File: src/rtl/sjf_pkg.sv
// Shared definitions for the shortest-job-first scheduler.
// Holds field widths, request and status codes, and the queue entry type.
`default_nettype none

package sjf_pkg;

  localparam int ID_W        = 8;
  localparam int BURST_W     = 16;
  localparam int TIME_W      = 32;
  localparam int QUEUE_DEPTH = 16;

  localparam logic REQ_ARRIVAL = 1'b0;
  localparam logic REQ_TICK    = 1'b1;

  localparam logic STATUS_DONE   = 1'b0;
  localparam logic STATUS_REJECT = 1'b1;

  typedef struct packed {
    logic [ID_W-1:0]    id;
    logic [BURST_W-1:0] burst;
    logic [TIME_W-1:0]  arrival;
  } entry_t;

endpackage

`default_nettype wire

File: src/rtl/sjf_if.sv
// Valid/ready channel interfaces for the scheduler's request and result streams.
// Depends on sjf_pkg for the field widths.
`default_nettype none

interface sjf_in_if;
  logic                       valid;
  logic                       ready;
  logic                       req_type;
  logic [sjf_pkg::ID_W-1:0]    job_id;
  logic [sjf_pkg::BURST_W-1:0] burst_len;

  modport source (output valid, req_type, job_id, burst_len, input ready);
  modport sink (input valid, req_type, job_id, burst_len, output ready);
endinterface

interface sjf_out_if;
  logic                      valid;
  logic                      ready;
  logic                      status;
  logic [sjf_pkg::ID_W-1:0]   done_id;
  logic [sjf_pkg::TIME_W-1:0] turnaround;
  logic [sjf_pkg::TIME_W-1:0] waiting;

  modport source (output valid, status, done_id, turnaround, waiting, input ready);
  modport sink (input valid, status, done_id, turnaround, waiting, output ready);
endinterface

`default_nettype wire

File: src/rtl/sjf_ram.sv
// Ready-queue storage: one write port and one read port with registered read data.
// Depends on sjf_pkg for the entry type.
`default_nettype none

module sjf_ram #(
  parameter int DEPTH = sjf_pkg::QUEUE_DEPTH,
  parameter int AW    = $clog2(DEPTH)
) (
  input  wire logic            clk,
  input  wire logic            we,
  input  wire logic [AW-1:0]   waddr,
  input  wire sjf_pkg::entry_t wdata,
  input  wire logic [AW-1:0]   raddr,
  output sjf_pkg::entry_t      rdata
);

  sjf_pkg::entry_t mem [DEPTH];
  sjf_pkg::entry_t rdata_r;

  always_ff @(posedge clk) begin
    if (we) begin
      mem[waddr] <= wdata;
    end
  end

  always_ff @(posedge clk) begin
    rdata_r <= mem[raddr];
  end

  assign rdata = rdata_r;

endmodule

`default_nettype wire

File: src/rtl/sjf_pick.sv
// Running best-candidate register for the ready-queue scan.
// Orders by least burst, then greatest age, then lowest id; earlier slot wins ties.
`default_nettype none

module sjf_pick #(
  parameter int AW = $clog2(sjf_pkg::QUEUE_DEPTH)
) (
  input  wire logic                      clk,
  input  wire logic                      rst_n,
  input  wire logic                      clear,
  input  wire logic                      cand_valid,
  input  wire sjf_pkg::entry_t           cand,
  input  wire logic [AW-1:0]             cand_slot,
  input  wire logic [sjf_pkg::TIME_W-1:0] tick,
  output logic                           found,
  output sjf_pkg::entry_t                best,
  output logic [AW-1:0]                  best_slot
);

  logic                        found_r;
  sjf_pkg::entry_t             best_r;
  logic [AW-1:0]               slot_r;
  logic [sjf_pkg::TIME_W-1:0]  age_cand;
  logic [sjf_pkg::TIME_W-1:0]  age_best;
  logic                        take;

  assign age_cand = tick - cand.arrival;
  assign age_best = tick - best_r.arrival;

  always_comb begin
    take = 1'b0;
    if (cand_valid) begin
      if (!found_r) begin
        take = 1'b1;
      end else if (cand.burst != best_r.burst) begin
        take = cand.burst < best_r.burst;
      end else if (age_cand != age_best) begin
        take = age_cand > age_best;
      end else begin
        take = cand.id < best_r.id;
      end
    end
  end

  always_ff @(posedge clk) begin
    if (!rst_n) begin
      found_r <= 1'b0;
    end else if (clear) begin
      found_r <= 1'b0;
    end else if (take) begin
      found_r <= 1'b1;
    end
  end

  always_ff @(posedge clk) begin
    if (take && !clear) begin
      best_r <= cand;
      slot_r <= cand_slot;
    end
  end

  assign found     = found_r;
  assign best      = best_r;
  assign best_slot = slot_r;

endmodule

`default_nettype wire

File: src/rtl/sjf_nonpreemptive_scheduler.sv
// Non-preemptive shortest-job-first scheduler, top level.
// Uses sjf_pkg, sjf_if, sjf_ram and sjf_pick.
//
// The request channel carries arrival and tick transactions; the result
// channel carries completion and reject transactions, zero or one per request.
// An arrival scans the valid bits for the lowest free slot, one slot per
// cycle, and writes the job into the queue memory.
// A full queue turns the arrival into a reject result.
// A tick while a job is counting down only decrements its remaining burst
// and advances the tick counter. A tick with the processor idle, or retiring
// a finished job, reads every queue slot through the memory's single read
// port, one per cycle, keeps the best candidate, then hands over any result.
// Results sit in an output register; the block keeps taking requests while a
// result waits and only stalls when a second result must be handed over.
// Reset empties the queue, idles the processor and zeroes the tick counter;
// the queue memory itself is not cleared.
`default_nettype none

module sjf_nonpreemptive_scheduler #(
  parameter int QUEUE_DEPTH = sjf_pkg::QUEUE_DEPTH
) (
  input  wire logic clk,
  input  wire logic rst_n,
  sjf_in_if.sink    in_ch,
  sjf_out_if.source out_ch
);

  localparam int AW = $clog2(QUEUE_DEPTH);
  localparam int CW = $clog2(QUEUE_DEPTH + 1);
  localparam int TW = sjf_pkg::TIME_W;
  localparam int BW = sjf_pkg::BURST_W;
  localparam int IW = sjf_pkg::ID_W;

  typedef enum logic [4:0] {
    ST_IDLE = 5'b00001,
    ST_FREE = 5'b00010,
    ST_PICK = 5'b00100,
    ST_FIN  = 5'b01000,
    ST_PUSH = 5'b10000
  } state_t;

  state_t                 state_r, state_nxt;
  logic [CW-1:0]          scan_idx_r, scan_idx_nxt;
  logic [QUEUE_DEPTH-1:0] valid_r, valid_nxt;
  logic [TW-1:0]          tick_r, tick_nxt;
  logic                   running_r, running_nxt;
  logic [IW-1:0]          run_id_r, run_id_nxt;
  logic [TW-1:0]          run_arrival_r, run_arrival_nxt;
  logic [BW-1:0]          run_burst_r, run_burst_nxt;
  logic [BW-1:0]          remaining_r, remaining_nxt;
  logic [IW-1:0]          arr_id_r, arr_id_nxt;
  logic [BW-1:0]          arr_burst_r, arr_burst_nxt;
  logic                   pend_r, pend_nxt;
  logic                   pend_status_r, pend_status_nxt;
  logic [IW-1:0]          pend_id_r, pend_id_nxt;
  logic [TW-1:0]          pend_ta_r, pend_ta_nxt;
  logic [TW-1:0]          pend_wt_r, pend_wt_nxt;
  logic                   out_valid_r, out_valid_nxt;
  logic                   out_status_r, out_status_nxt;
  logic [IW-1:0]          out_id_r, out_id_nxt;
  logic [TW-1:0]          out_ta_r, out_ta_nxt;
  logic [TW-1:0]          out_wt_r, out_wt_nxt;
  logic                   cand_v_r;
  logic [AW-1:0]          cand_slot_r;

  logic                   in_acc;
  logic [AW-1:0]          slot;
  logic [TW-1:0]          done_ta;
  logic [TW-1:0]          done_wt;
  logic                   ram_we;
  sjf_pkg::entry_t        ram_wdata;
  sjf_pkg::entry_t        ram_rdata;
  logic                   pick_clear;
  logic                   pick_found;
  sjf_pkg::entry_t        pick_best;
  logic [AW-1:0]          pick_slot;

  assign slot    = scan_idx_r[AW-1:0];
  assign done_ta = tick_r - run_arrival_r;
  assign done_wt = done_ta - TW'(run_burst_r);
  assign in_ch.ready = (state_r == ST_IDLE);
  assign in_acc  = in_ch.valid && (state_r == ST_IDLE);

  assign ram_wdata.id      = arr_id_r;
  assign ram_wdata.burst   = arr_burst_r;
  assign ram_wdata.arrival = tick_r;

  sjf_ram #(
    .DEPTH (QUEUE_DEPTH),
    .AW    (AW)
  ) u_ram (
    .clk   (clk),
    .we    (ram_we),
    .waddr (slot),
    .wdata (ram_wdata),
    .raddr (slot),
    .rdata (ram_rdata)
  );

  sjf_pick #(
    .AW (AW)
  ) u_pick (
    .clk        (clk),
    .rst_n      (rst_n),
    .clear      (pick_clear),
    .cand_valid (cand_v_r),
    .cand       (ram_rdata),
    .cand_slot  (cand_slot_r),
    .tick       (tick_r),
    .found      (pick_found),
    .best       (pick_best),
    .best_slot  (pick_slot)
  );

  always_comb begin
    state_nxt       = state_r;
    scan_idx_nxt    = scan_idx_r;
    valid_nxt       = valid_r;
    tick_nxt        = tick_r;
    running_nxt     = running_r;
    run_id_nxt      = run_id_r;
    run_arrival_nxt = run_arrival_r;
    run_burst_nxt   = run_burst_r;
    remaining_nxt   = remaining_r;
    arr_id_nxt      = arr_id_r;
    arr_burst_nxt   = arr_burst_r;
    pend_nxt        = pend_r;
    pend_status_nxt = pend_status_r;
    pend_id_nxt     = pend_id_r;
    pend_ta_nxt     = pend_ta_r;
    pend_wt_nxt     = pend_wt_r;
    out_valid_nxt   = out_valid_r && !out_ch.ready;
    out_status_nxt  = out_status_r;
    out_id_nxt      = out_id_r;
    out_ta_nxt      = out_ta_r;
    out_wt_nxt      = out_wt_r;
    ram_we          = 1'b0;
    pick_clear      = 1'b0;

    unique case (state_r)
      ST_IDLE: begin
        if (in_acc) begin
          if (in_ch.req_type == sjf_pkg::REQ_ARRIVAL) begin
            arr_id_nxt    = in_ch.job_id;
            arr_burst_nxt = in_ch.burst_len;
            scan_idx_nxt  = '0;
            state_nxt     = ST_FREE;
          end else if (running_r && (remaining_r != '0)) begin
            remaining_nxt = remaining_r - 1'b1;
            tick_nxt      = tick_r + 1'b1;
          end else begin
            pend_nxt        = running_r;
            pend_status_nxt = sjf_pkg::STATUS_DONE;
            pend_id_nxt     = run_id_r;
            pend_ta_nxt     = done_ta;
            pend_wt_nxt     = done_wt;
            running_nxt     = 1'b0;
            scan_idx_nxt    = '0;
            pick_clear      = 1'b1;
            state_nxt       = ST_PICK;
          end
        end
      end
      ST_FREE: begin
        if (!valid_r[slot]) begin
          ram_we          = 1'b1;
          valid_nxt[slot] = 1'b1;
          state_nxt       = ST_IDLE;
        end else if (scan_idx_r == CW'(QUEUE_DEPTH - 1)) begin
          pend_nxt        = 1'b1;
          pend_status_nxt = sjf_pkg::STATUS_REJECT;
          pend_id_nxt     = arr_id_r;
          pend_ta_nxt     = '0;
          pend_wt_nxt     = '0;
          state_nxt       = ST_PUSH;
        end else begin
          scan_idx_nxt = scan_idx_r + 1'b1;
        end
      end
      ST_PICK: begin
        if (scan_idx_r == CW'(QUEUE_DEPTH)) begin
          state_nxt = ST_FIN;
        end else begin
          scan_idx_nxt = scan_idx_r + 1'b1;
        end
      end
      ST_FIN: begin
        tick_nxt = tick_r + 1'b1;
        if (pick_found) begin
          running_nxt          = 1'b1;
          run_id_nxt           = pick_best.id;
          run_arrival_nxt      = pick_best.arrival;
          run_burst_nxt        = pick_best.burst;
          remaining_nxt        = (pick_best.burst != '0) ? pick_best.burst - 1'b1 : '0;
          valid_nxt[pick_slot] = 1'b0;
        end
        state_nxt = pend_r ? ST_PUSH : ST_IDLE;
      end
      ST_PUSH: begin
        if (!out_valid_r || out_ch.ready) begin
          out_valid_nxt  = 1'b1;
          out_status_nxt = pend_status_r;
          out_id_nxt     = pend_id_r;
          out_ta_nxt     = pend_ta_r;
          out_wt_nxt     = pend_wt_r;
          pend_nxt       = 1'b0;
          state_nxt      = ST_IDLE;
        end
      end
      default: begin
        state_nxt = ST_IDLE;
      end
    endcase
  end

  always_ff @(posedge clk) begin
    if (!rst_n) begin
      state_r       <= ST_IDLE;
      valid_r       <= '0;
      tick_r        <= '0;
      running_r     <= 1'b0;
      run_id_r      <= '0;
      run_arrival_r <= '0;
      run_burst_r   <= '0;
      remaining_r   <= '0;
      pend_r        <= 1'b0;
      out_valid_r   <= 1'b0;
      cand_v_r      <= 1'b0;
    end else begin
      state_r       <= state_nxt;
      valid_r       <= valid_nxt;
      tick_r        <= tick_nxt;
      running_r     <= running_nxt;
      run_id_r      <= run_id_nxt;
      run_arrival_r <= run_arrival_nxt;
      run_burst_r   <= run_burst_nxt;
      remaining_r   <= remaining_nxt;
      pend_r        <= pend_nxt;
      out_valid_r   <= out_valid_nxt;
      cand_v_r      <= (state_r == ST_PICK) && (scan_idx_r < CW'(QUEUE_DEPTH)) &&
                       valid_r[slot];
    end
  end

  always_ff @(posedge clk) begin
    scan_idx_r    <= scan_idx_nxt;
    arr_id_r      <= arr_id_nxt;
    arr_burst_r   <= arr_burst_nxt;
    pend_status_r <= pend_status_nxt;
    pend_id_r     <= pend_id_nxt;
    pend_ta_r     <= pend_ta_nxt;
    pend_wt_r     <= pend_wt_nxt;
    out_status_r  <= out_status_nxt;
    out_id_r      <= out_id_nxt;
    out_ta_r      <= out_ta_nxt;
    out_wt_r      <= out_wt_nxt;
    cand_slot_r   <= slot;
  end

  assign out_ch.valid      = out_valid_r;
  assign out_ch.status     = out_status_r;
  assign out_ch.done_id    = out_id_r;
  assign out_ch.turnaround = out_ta_r;
  assign out_ch.waiting    = out_wt_r;

`ifndef SYNTH
  a_remaining_bound: assert property (@(posedge clk) disable iff (!rst_n)
    running_r |-> (remaining_r <= run_burst_r))
    else $error("remaining burst exceeds the running job's burst");

  a_start_clears_slot: assert property (@(posedge clk) disable iff (!rst_n)
    (state_r == ST_FIN) && pick_found |=> running_r && !valid_r[$past(pick_slot)])
    else $error("started job still marked valid in the ready queue");

  a_tick_advance: assert property (@(posedge clk) disable iff (!rst_n)
    (state_r == ST_FIN) |=> (tick_r == TW'($past(tick_r) + 1'b1)))
    else $error("tick counter did not advance at the end of a scan");
`endif

endmodule

`default_nettype wire
File: src/flat_wrapper.sv
// flat-port wrapper written by rule: the top's interface ports become plain ports
module sjf_nonpreemptive_scheduler_flat 
#(
  parameter int QUEUE_DEPTH = sjf_pkg::QUEUE_DEPTH
)
  (clk, rst_n, in_ch_valid, in_ch_req_type, in_ch_job_id, in_ch_burst_len, in_ch_ready, out_ch_valid, out_ch_status, out_ch_done_id, out_ch_turnaround, out_ch_waiting, out_ch_ready);
  sjf_in_if in_ch_i ();
  sjf_out_if out_ch_i ();
  input  wire logic clk;
  input  wire logic rst_n;
  input wire logic [$bits(in_ch_i.valid)-1:0] in_ch_valid;
  input wire logic [$bits(in_ch_i.req_type)-1:0] in_ch_req_type;
  input wire logic [$bits(in_ch_i.job_id)-1:0] in_ch_job_id;
  input wire logic [$bits(in_ch_i.burst_len)-1:0] in_ch_burst_len;
  output wire logic [$bits(in_ch_i.ready)-1:0] in_ch_ready;
  output wire logic [$bits(out_ch_i.valid)-1:0] out_ch_valid;
  output wire logic [$bits(out_ch_i.status)-1:0] out_ch_status;
  output wire logic [$bits(out_ch_i.done_id)-1:0] out_ch_done_id;
  output wire logic [$bits(out_ch_i.turnaround)-1:0] out_ch_turnaround;
  output wire logic [$bits(out_ch_i.waiting)-1:0] out_ch_waiting;
  input wire logic [$bits(out_ch_i.ready)-1:0] out_ch_ready;
  assign in_ch_i.valid = in_ch_valid;
  assign in_ch_i.req_type = in_ch_req_type;
  assign in_ch_i.job_id = in_ch_job_id;
  assign in_ch_i.burst_len = in_ch_burst_len;
  assign in_ch_ready = in_ch_i.ready;
  assign out_ch_valid = out_ch_i.valid;
  assign out_ch_status = out_ch_i.status;
  assign out_ch_done_id = out_ch_i.done_id;
  assign out_ch_turnaround = out_ch_i.turnaround;
  assign out_ch_waiting = out_ch_i.waiting;
  assign out_ch_i.ready = out_ch_ready;
  sjf_nonpreemptive_scheduler #(.QUEUE_DEPTH(QUEUE_DEPTH)) u_core (.clk(clk), .rst_n(rst_n), .in_ch(in_ch_i), .out_ch(out_ch_i));
endmodule
File: config.mk
export PLATFORM = sky130hd
export DESIGN_NAME = sjf_nonpreemptive_scheduler_flat
export DESIGN_NICKNAME = d
export VERILOG_FILES = /design/src/rtl/sjf_pkg.sv /design/src/rtl/sjf_if.sv /design/src/rtl/sjf_ram.sv /design/src/rtl/sjf_pick.sv /design/src/rtl/sjf_nonpreemptive_scheduler.sv /design/src/flat_wrapper.sv
export SDC_FILE = /design/constraint.sdc
export NUM_CORES = 2
export LEC_CHECK = 0
export BUFFER_PORTS_ARGS = -buffer_cell sky130_fd_sc_hd__buf_2
export CAP_MARGIN = 20
export CORE_UTILIZATION = 60
export DETAILED_ROUTE_END_ITERATION = 12
export PLACE_DENSITY = 0.77
export SKIP_LAST_GASP = 1
export SYNTH_ARGS = -nofsm -noshare
export SYNTH_HDL_FRONTEND = slang
export SYNTH_HIERARCHICAL = 1
export SYNTH_SLANG_ARGS = --single-unit
File: constraint.sdc
create_clock -name clk -period 12.5 [get_ports clk]
set_input_delay 2.5 -clock clk [delete_from_list [all_inputs] [get_ports clk]]
set_output_delay 2.5 -clock clk [all_outputs]
set_load 0.05 [all_outputs]
# After elaboration in Yosys (flattened, before gate mapping)
# Memory sizes are Yosys's and may differ from the RTL's. A register that Yosys moved wholly into a read port is not among the register bits.
# Cells that the tools add are included.
[word_totals]
ff_bits = 369
mem_bits_rw = 896
input_bits = 29
out_inout_bits = 75
wordCells = 182
n_memories = 1
[classes]
addsub = 8
magnitude_cmp = 8
n_eq_ne = 23
n_mux = 78
bitwise = 5
reduce_logical = 31
[memory_table]
columns = ["memory", "depth", "width", "rd", "rd_ports_with_merged_regs", "write_ports", "line", "text"]
rows = [
  ["u_core.u_ram.mem", 16, 56, 1, 1, 1, "sjf_ram.sv:17", "sjf_pkg::entry_t mem [DEPTH];"],
]
[ops]
columns = ["op", "n"]
rows = [
  ["two-way mux 32 bit", 11],
  ["case mux 32 bit (2 select lines)", 3],
  ["two-way mux 16 bit", 7],
  ["subtractor 32 bit", 3],
  ["two-way mux 5 bit", 14],
  ["case mux 16 bit (2 select lines)", 2],
  ["two-way mux 8 bit", 5],
  ["adder 32 x 1 -> 32 bit (second input constant)", 1],
  ["> comparator 32 bit", 1],
  ["inequality test 32 bit", 1],
  ["nonzero test 16 bit", 2],
  ["subtractor 16 x 1 -> 16 bit (second input constant)", 2],
  ["subtractor 32 x 16 -> 32 bit", 1],
  ["two-way mux 1 bit", 27],
  ["case mux 5 bit (5 select lines)", 1],
  ["bitwise AND 16 bit", 1],
  ["< comparator 16 bit", 1],
  ["inequality test 16 bit", 1],
  ["NOT 16 bit", 1],
  ["OR 16 bit", 1],
  ["case mux 8 bit (2 select lines)", 1],
  ["case mux 5 bit (3 select lines)", 1],
  ["AND reduction 5 bit", 3],
  ["inequality test 2 x 1 -> 1 bit (second input constant)", 6],
  ["other kinds (29)", 56],
]

# Depth between registers and ports, before layout
[logic_depth]
depth_word = 8
mapped_depth = 22
mapped_depth_nobuf = 22

# Modules after synthesis
# Netlist, hierarchy kept.
[modules_own_cells]
columns = ["mod", "instances", "cells_each", "area_per_inst_um2", "seq_area_each_um2"]
rows = [
  ["sjf_ram", 1, 1445, 34678.3, 28026.9],
  ["sjf_nonpreemptive_scheduler", 1, 1494, 14971.9, 7917.6],
  ["sjf_pick", 1, 716, 6506.2, 1821.7],
]

# Least setup slack after synthesis
# Ideal clock, no wire load.
[synth_path]
path_kind = "flip-flop to flip-flop"
startpoint = "register u_core.tick_r[1]"
endpoint = "register u_core.u_pick.best_r, in the netlist u_core/u_pick/best[0], enable pin"
setup_ns = 0.628
arrival_ns = 9.531
required_time_ns = 11.872
path_slack_ns = 2.341
stages_incl_launch_ff = 18
path_buffers = 0
period_less_slack_ns = 10.159
path_cell_list = "dfxtp_1 ha_1 nor2b_1 o31ai_4 a211oi_2 o211ai_1 a21oi_1 o21a_1 o21a_1 o41a_1 xor2_1 ha_1 and4_1 nand3_1 or4_1 a211oi_1 a2111oi_0 nor4bb_1"
[synth_between]
elab_chain_cells = 7
elab_cells_between_ends = 9
classes_between = "add/sub: 2; order compare: 1; eq/ne: 1; mux: 4; reduce/logical: 1"
[synth_rtl]
columns = ["item", "line", "text"]
rows = [
  ["start, declared", "sjf_nonpreemptive_scheduler.sv:45", "logic [TW-1:0] tick_r, tick_nxt;"],
  ["start signal, assigned", "sjf_nonpreemptive_scheduler.sv:232", "tick_r <= tick_nxt;"],
  ["subtractor 32 bit (on tied branches)", "sjf_pick.sv:27, sjf_pick.sv:28", ""],
  ["> comparator 32 bit / inequality test 32 bit (equally long branches)", "sjf_pick.sv:38, sjf_pick.sv:37", ""],
  ["two-way mux 1 bit *", "sjf_pick.sv:37", "end else if (age_cand != age_best) begin"],
  ["two-way mux 1 bit *", "sjf_pick.sv:35", "end else if (cand.burst != best_r.burst) begin"],
  ["two-way mux 1 bit *", "sjf_pick.sv:33", "if (!found_r) begin"],
  ["two-way mux 1 bit *", "sjf_pick.sv:32", "if (cand_valid) begin"],
  ["logical AND 1 bit *", "sjf_pick.sv:56", "if (take && !clear) begin"],
  ["end signal, assigned", "sjf_pick.sv:57", "best_r <= cand;"],
  ["end, declared", "sjf_pick.sv:21", "sjf_pkg::entry_t best_r;"],
]
# Every way passes the cells marked *; elsewhere a longest branch is shown, timed or not.
# A chain may end at the register's enable or synchronous reset.

# Worst setup path after layout
[layout_path]
startpoint = "register u_core.tick_r[1]"
endpoint = "register u_core.u_pick.best_r, in the netlist u_core/u_pick/best[52], enable pin"
# Same word-level chain as after synthesis.

==> results.json <==
{
  "critPathMaxStageDelay_ns": 0.95,
  "synth_seq_cells": 1321,
  "timing_hold_violations_final": 0,
  "insertion_delay_ns": 0.75,
  "ctsHoldBuffers": 0,
  "r2r_cells": 20,
  "min_to": "u_core/u_pick/best_slot[3]",
  "skew_ns": 0.0332,
  "crit_path_end_kind": "register",
  "status": "completed",
  "final_area_um2": 62300,
  "cp.arrival_ns": 6.82,
  "start_util": 0.609,
  "fp-row-count": 111,
  "viasPerCell": 6.29,
  "wl_um": 128000,
  "diodes": 0,
  "post_cts_resized": 0,
  "max-cap-violations": 0,
  "clk_pin_slew_ns": 0.06,
  "synth_fp_nets": 3860,
  "h-tree-depth": 4,
  "min_period_over_period": 0.515,
  "die_w_um": 308,
  "multi_input_area_um2": 17200,
  "grt_usage": 0.275,
  "ctsRootBufferMaster": "clkbuf_16",
  "dp_hpwl_um": 72700,
  "cts_tree": "yes",
  "area_growth_pct": 10.9,
  "cpMaxStageDelayCell": "a2111oi_0",
  "path_common_cell": "a21o_1",
  "crit_family": "compound AO/OA/AOI/OAI gates",
  "min_period_ns": 6.44,
  "synth_edf_count": 1131,
  "hold_start": "u_core/cand_slot_r[3]",
  "power_frac_comb": 0.117,
  "rsz0062_at_grt": "no",
  "p_clk_frac": 0.381,
  "drive_above_1_share": 0.165,
  "placed_area_um2": 58100,
  "switching_share": 0.244,
  "antenna_found_initial": 3,
  "drt_iter0_markers": 3222,
  "cp-start-kind": "register",
  "ctsLongestPathBuffers": 3,
  "switchingPower_mw": 2.44,
  "cts.sinks": 1321,
  "ant_nets": 0,
  "grt_max_degree": 135,
  "synthesis.area_um2": 56200,
  "worstHoldPathType": "reg -> reg",
  "yosysSeqAreaShare": 0.673,
  "die_h_um": 308,
  "timing.hold.ws_ns": 0.406,
  "synth_area_per_cell_um2": 15.4,
  "final-seq-area_um2": 37800,
  "wire_per_inst_um": 24.8,
  "worst-path-buf-inv": 1,
  "die_area_um2": 94800,
  "power_frac_seq": 0.503,
  "fin_nets": 4002,
  "yosys_warnings": 6,
  "finalSetupViolCount": 0,
  "critical_path.max_fanout": 60,
  "max-slew-margin-rel": 0.243,
  "cts_setup_buffers": 0,
  "rr_startpoint": "u_core/tick_r[1]",
  "leakagePower_nw": 22.6,
  "r2r_end": "u_core/u_pick/best[52]",
  "drcViolationCount": 0,
  "first_pass_iters": 7,
  "syn_inst": 3655,
  "async_reset_ff_frac": 0,
  "tightest_slew_ns": 1.14,
  "max_freq_ghz": 0.155,
  "p_int_mw": 7.58,
  "irDropWorstVdd_mv": 0.179,
  "drv_slew": 0,
  "gp_congestion": 0.929,
  "cp_data_required_time_ns": 12.88,
  "ff2ff_setup_slack_ns": 6.06,
  "cp_cell_sequence": "ha_1 > nor2b_1 > o31ai_1 > a21oi_2 > a41oi_2 > nand2b_1 > a21o_1 > a21boi_1 > o21ai_1 > xnor2_1 > ha_1 > a21o_1 > a21o_1 > a21oi_1 > o21ai_1 > a221o_1 > a21o_1 > a2111oi_0 > nor4bb_4 > buf_4",
  "numCtsBuffers": 130,
  "grt_pass1_wl_um": 194000,
  "ys_types": 100,
  "dp_slack_ns": 6.25,
  "port_buffers": 103,
  "grt_pass1_vias": 32045,
  "io_pins": 104,
  "pwr_density_cell_nw_per_um2": 161,
  "fin_ws_ns": 6.06,
  "critPathKind": "reg -> reg",
  "fillers": 6141,
  "vias": 32363,
  "gr-total-overflow": 0,
  "core_region_area_um2": 92200,
  "hold_depth": 0,
  "synthFlopType": "edfxtp_1",
  "fin_tns_setup_ns": 0
}
## synthesized netlist by cell type (all sizes together) (8+ instances only)
library cell | n | area share
edfxtp | 1131 | 0.60
nand2 | 310 | 0.021
mux4 | 229 | 0.092
dfxtp | 190 | 0.068
inv | 182 | 0.012
ha | 172 | 0.038
nor2 | 157 | 0.010
o21ai | 133 | 0.012
a21oi | 128 | 0.012
a22oi | 122 | 0.016
clkbuf | 104 | 0.0070
xnor2 | 87 | 0.014
a21boi | 75 | 0.010
and2 | 64 | 0.0072
a21o | 55 | 0.0074
xor2 | 47 | 0.0075
nand3 | 45 | 0.0041
buf | 37 | 0.0053
nor3 | 34 | 0.0030
nor2b | 32 | 0.0036
and3 | 29 | 0.0033
nand2b | 28 | 0.0033
nand4 | 25 | 0.0028
o21a | 24 | 0.0033
or3 | 24 | 0.0027
nor4 | 15 | 0.0019
o21bai | 15 | 0.0020
a211oi | 12 | 0.0019
nand3b | 11 | 0.0015
or2 | 11 | 0.0013
a31oi | 10 | 0.0014
o31ai | 10 | 0.0016
and4 | 9 | 0.0014
o211ai | 8 | 0.0012
o22ai | 8 | 0.00089
## power by group through the flow
stage                     logic [mW]  registers, mW  clock network [mW]
after floorplan                0.880           5.07                   0
after global placement          1.12           5.12                   0
after detailed placement        1.14           5.13                   0
after CTS                       1.16           5.04                3.87
after global routing            1.26           5.05                4.04
final                           1.17           5.04                3.81
## metrics by stage
stage,std cells,total power [mW],utilization
6_report,5145,10.0,0.675
3_3_place_gp,4907,6.24,0.630
4_1_cts,5145,10.1,0.675
2_1_floorplan,3655,5.95,-
5_1_grt,5145,10.3,0.675
3_5_place_dp,4908,6.27,0.630
## logic make-up after synthesis
group,synth area share
mux,0.0926
simple gates,0.0696
xor+xnor,0.0212
compound gates,0.0800
buf+inv,0.0244
flops,0.673
fa+ha+maj,0.0397
## flip-flops by register name, summed over array words and instances, names as in the netlist, 16 cells and up
name	cells
u_core/u_ram/rdata	56
u_core/remaining_r	16
u_core/u_pick/best	56
u_core/out_ch.turnaround	32
u_core/valid_r	16
u_core/run_burst_r	16
u_core/tick_r	32
u_core/run_arrival_r	32
u_core/arr_burst_r	16
u_core/pend_ta_r	32
u_core/out_ch.waiting	32
u_core/u_ram/mem	896
u_core/pend_wt_r	32
## final cells by class
type	instances	area share
multi-input combinational	2011	0.276
clock inverter	69	0.0102
sequential	1321	0.606
timing repair buffer	151	0.0147
tap	1243	0.0250
clock buffer	168	0.0568
inverter	182	0.0110
## layer usage
metal  wire [um]  vias to the layer above  GRT usage
li1            -                    14335          -
met1       51400                    16174      0.384
met2       61600                     1635      0.447
met3       11700                      219     0.0465
met4        2970                        0     0.0810
met5           0                        -          0
## cell usage in the layout (no fill, tap or decap), types with 86 or more instances in the layout
cell,n
a21oi_1,125
dfxtp_1,190
a22oi_1,122
edfxtp_1,1131
clkbuf_16,134
nand2_1,308
nor2_1,143
inv_1,181
buf_2,102
ha_1,172
o21ai_0,115
xnor2_1,86
mux4_2,229
## worst max path at each step
stage | slack [ns] | end | startpoint | cells past startpoint
finish | 6.06 | u_core/u_pick/best[52] | u_core/tick_r[1] | 20
global route | 5.83 | u_core/u_pick/best[50] | u_core/tick_r[1] | 20
CTS | 6.22 | u_core/u_pick/best[52] | u_core/tick_r[1] | 20
detailed placement | 6.25 | u_core/u_pick/best[51] | u_core/tick_r[1] | 20
global placement | 6.30 | u_core/u_pick/best[52] | u_core/tick_r[1] | 20
floorplan | 2.34 | u_core/u_pick/best[0] | u_core/tick_r[1] | 17
Note: power is estimated with default switching activity, not from simulation.
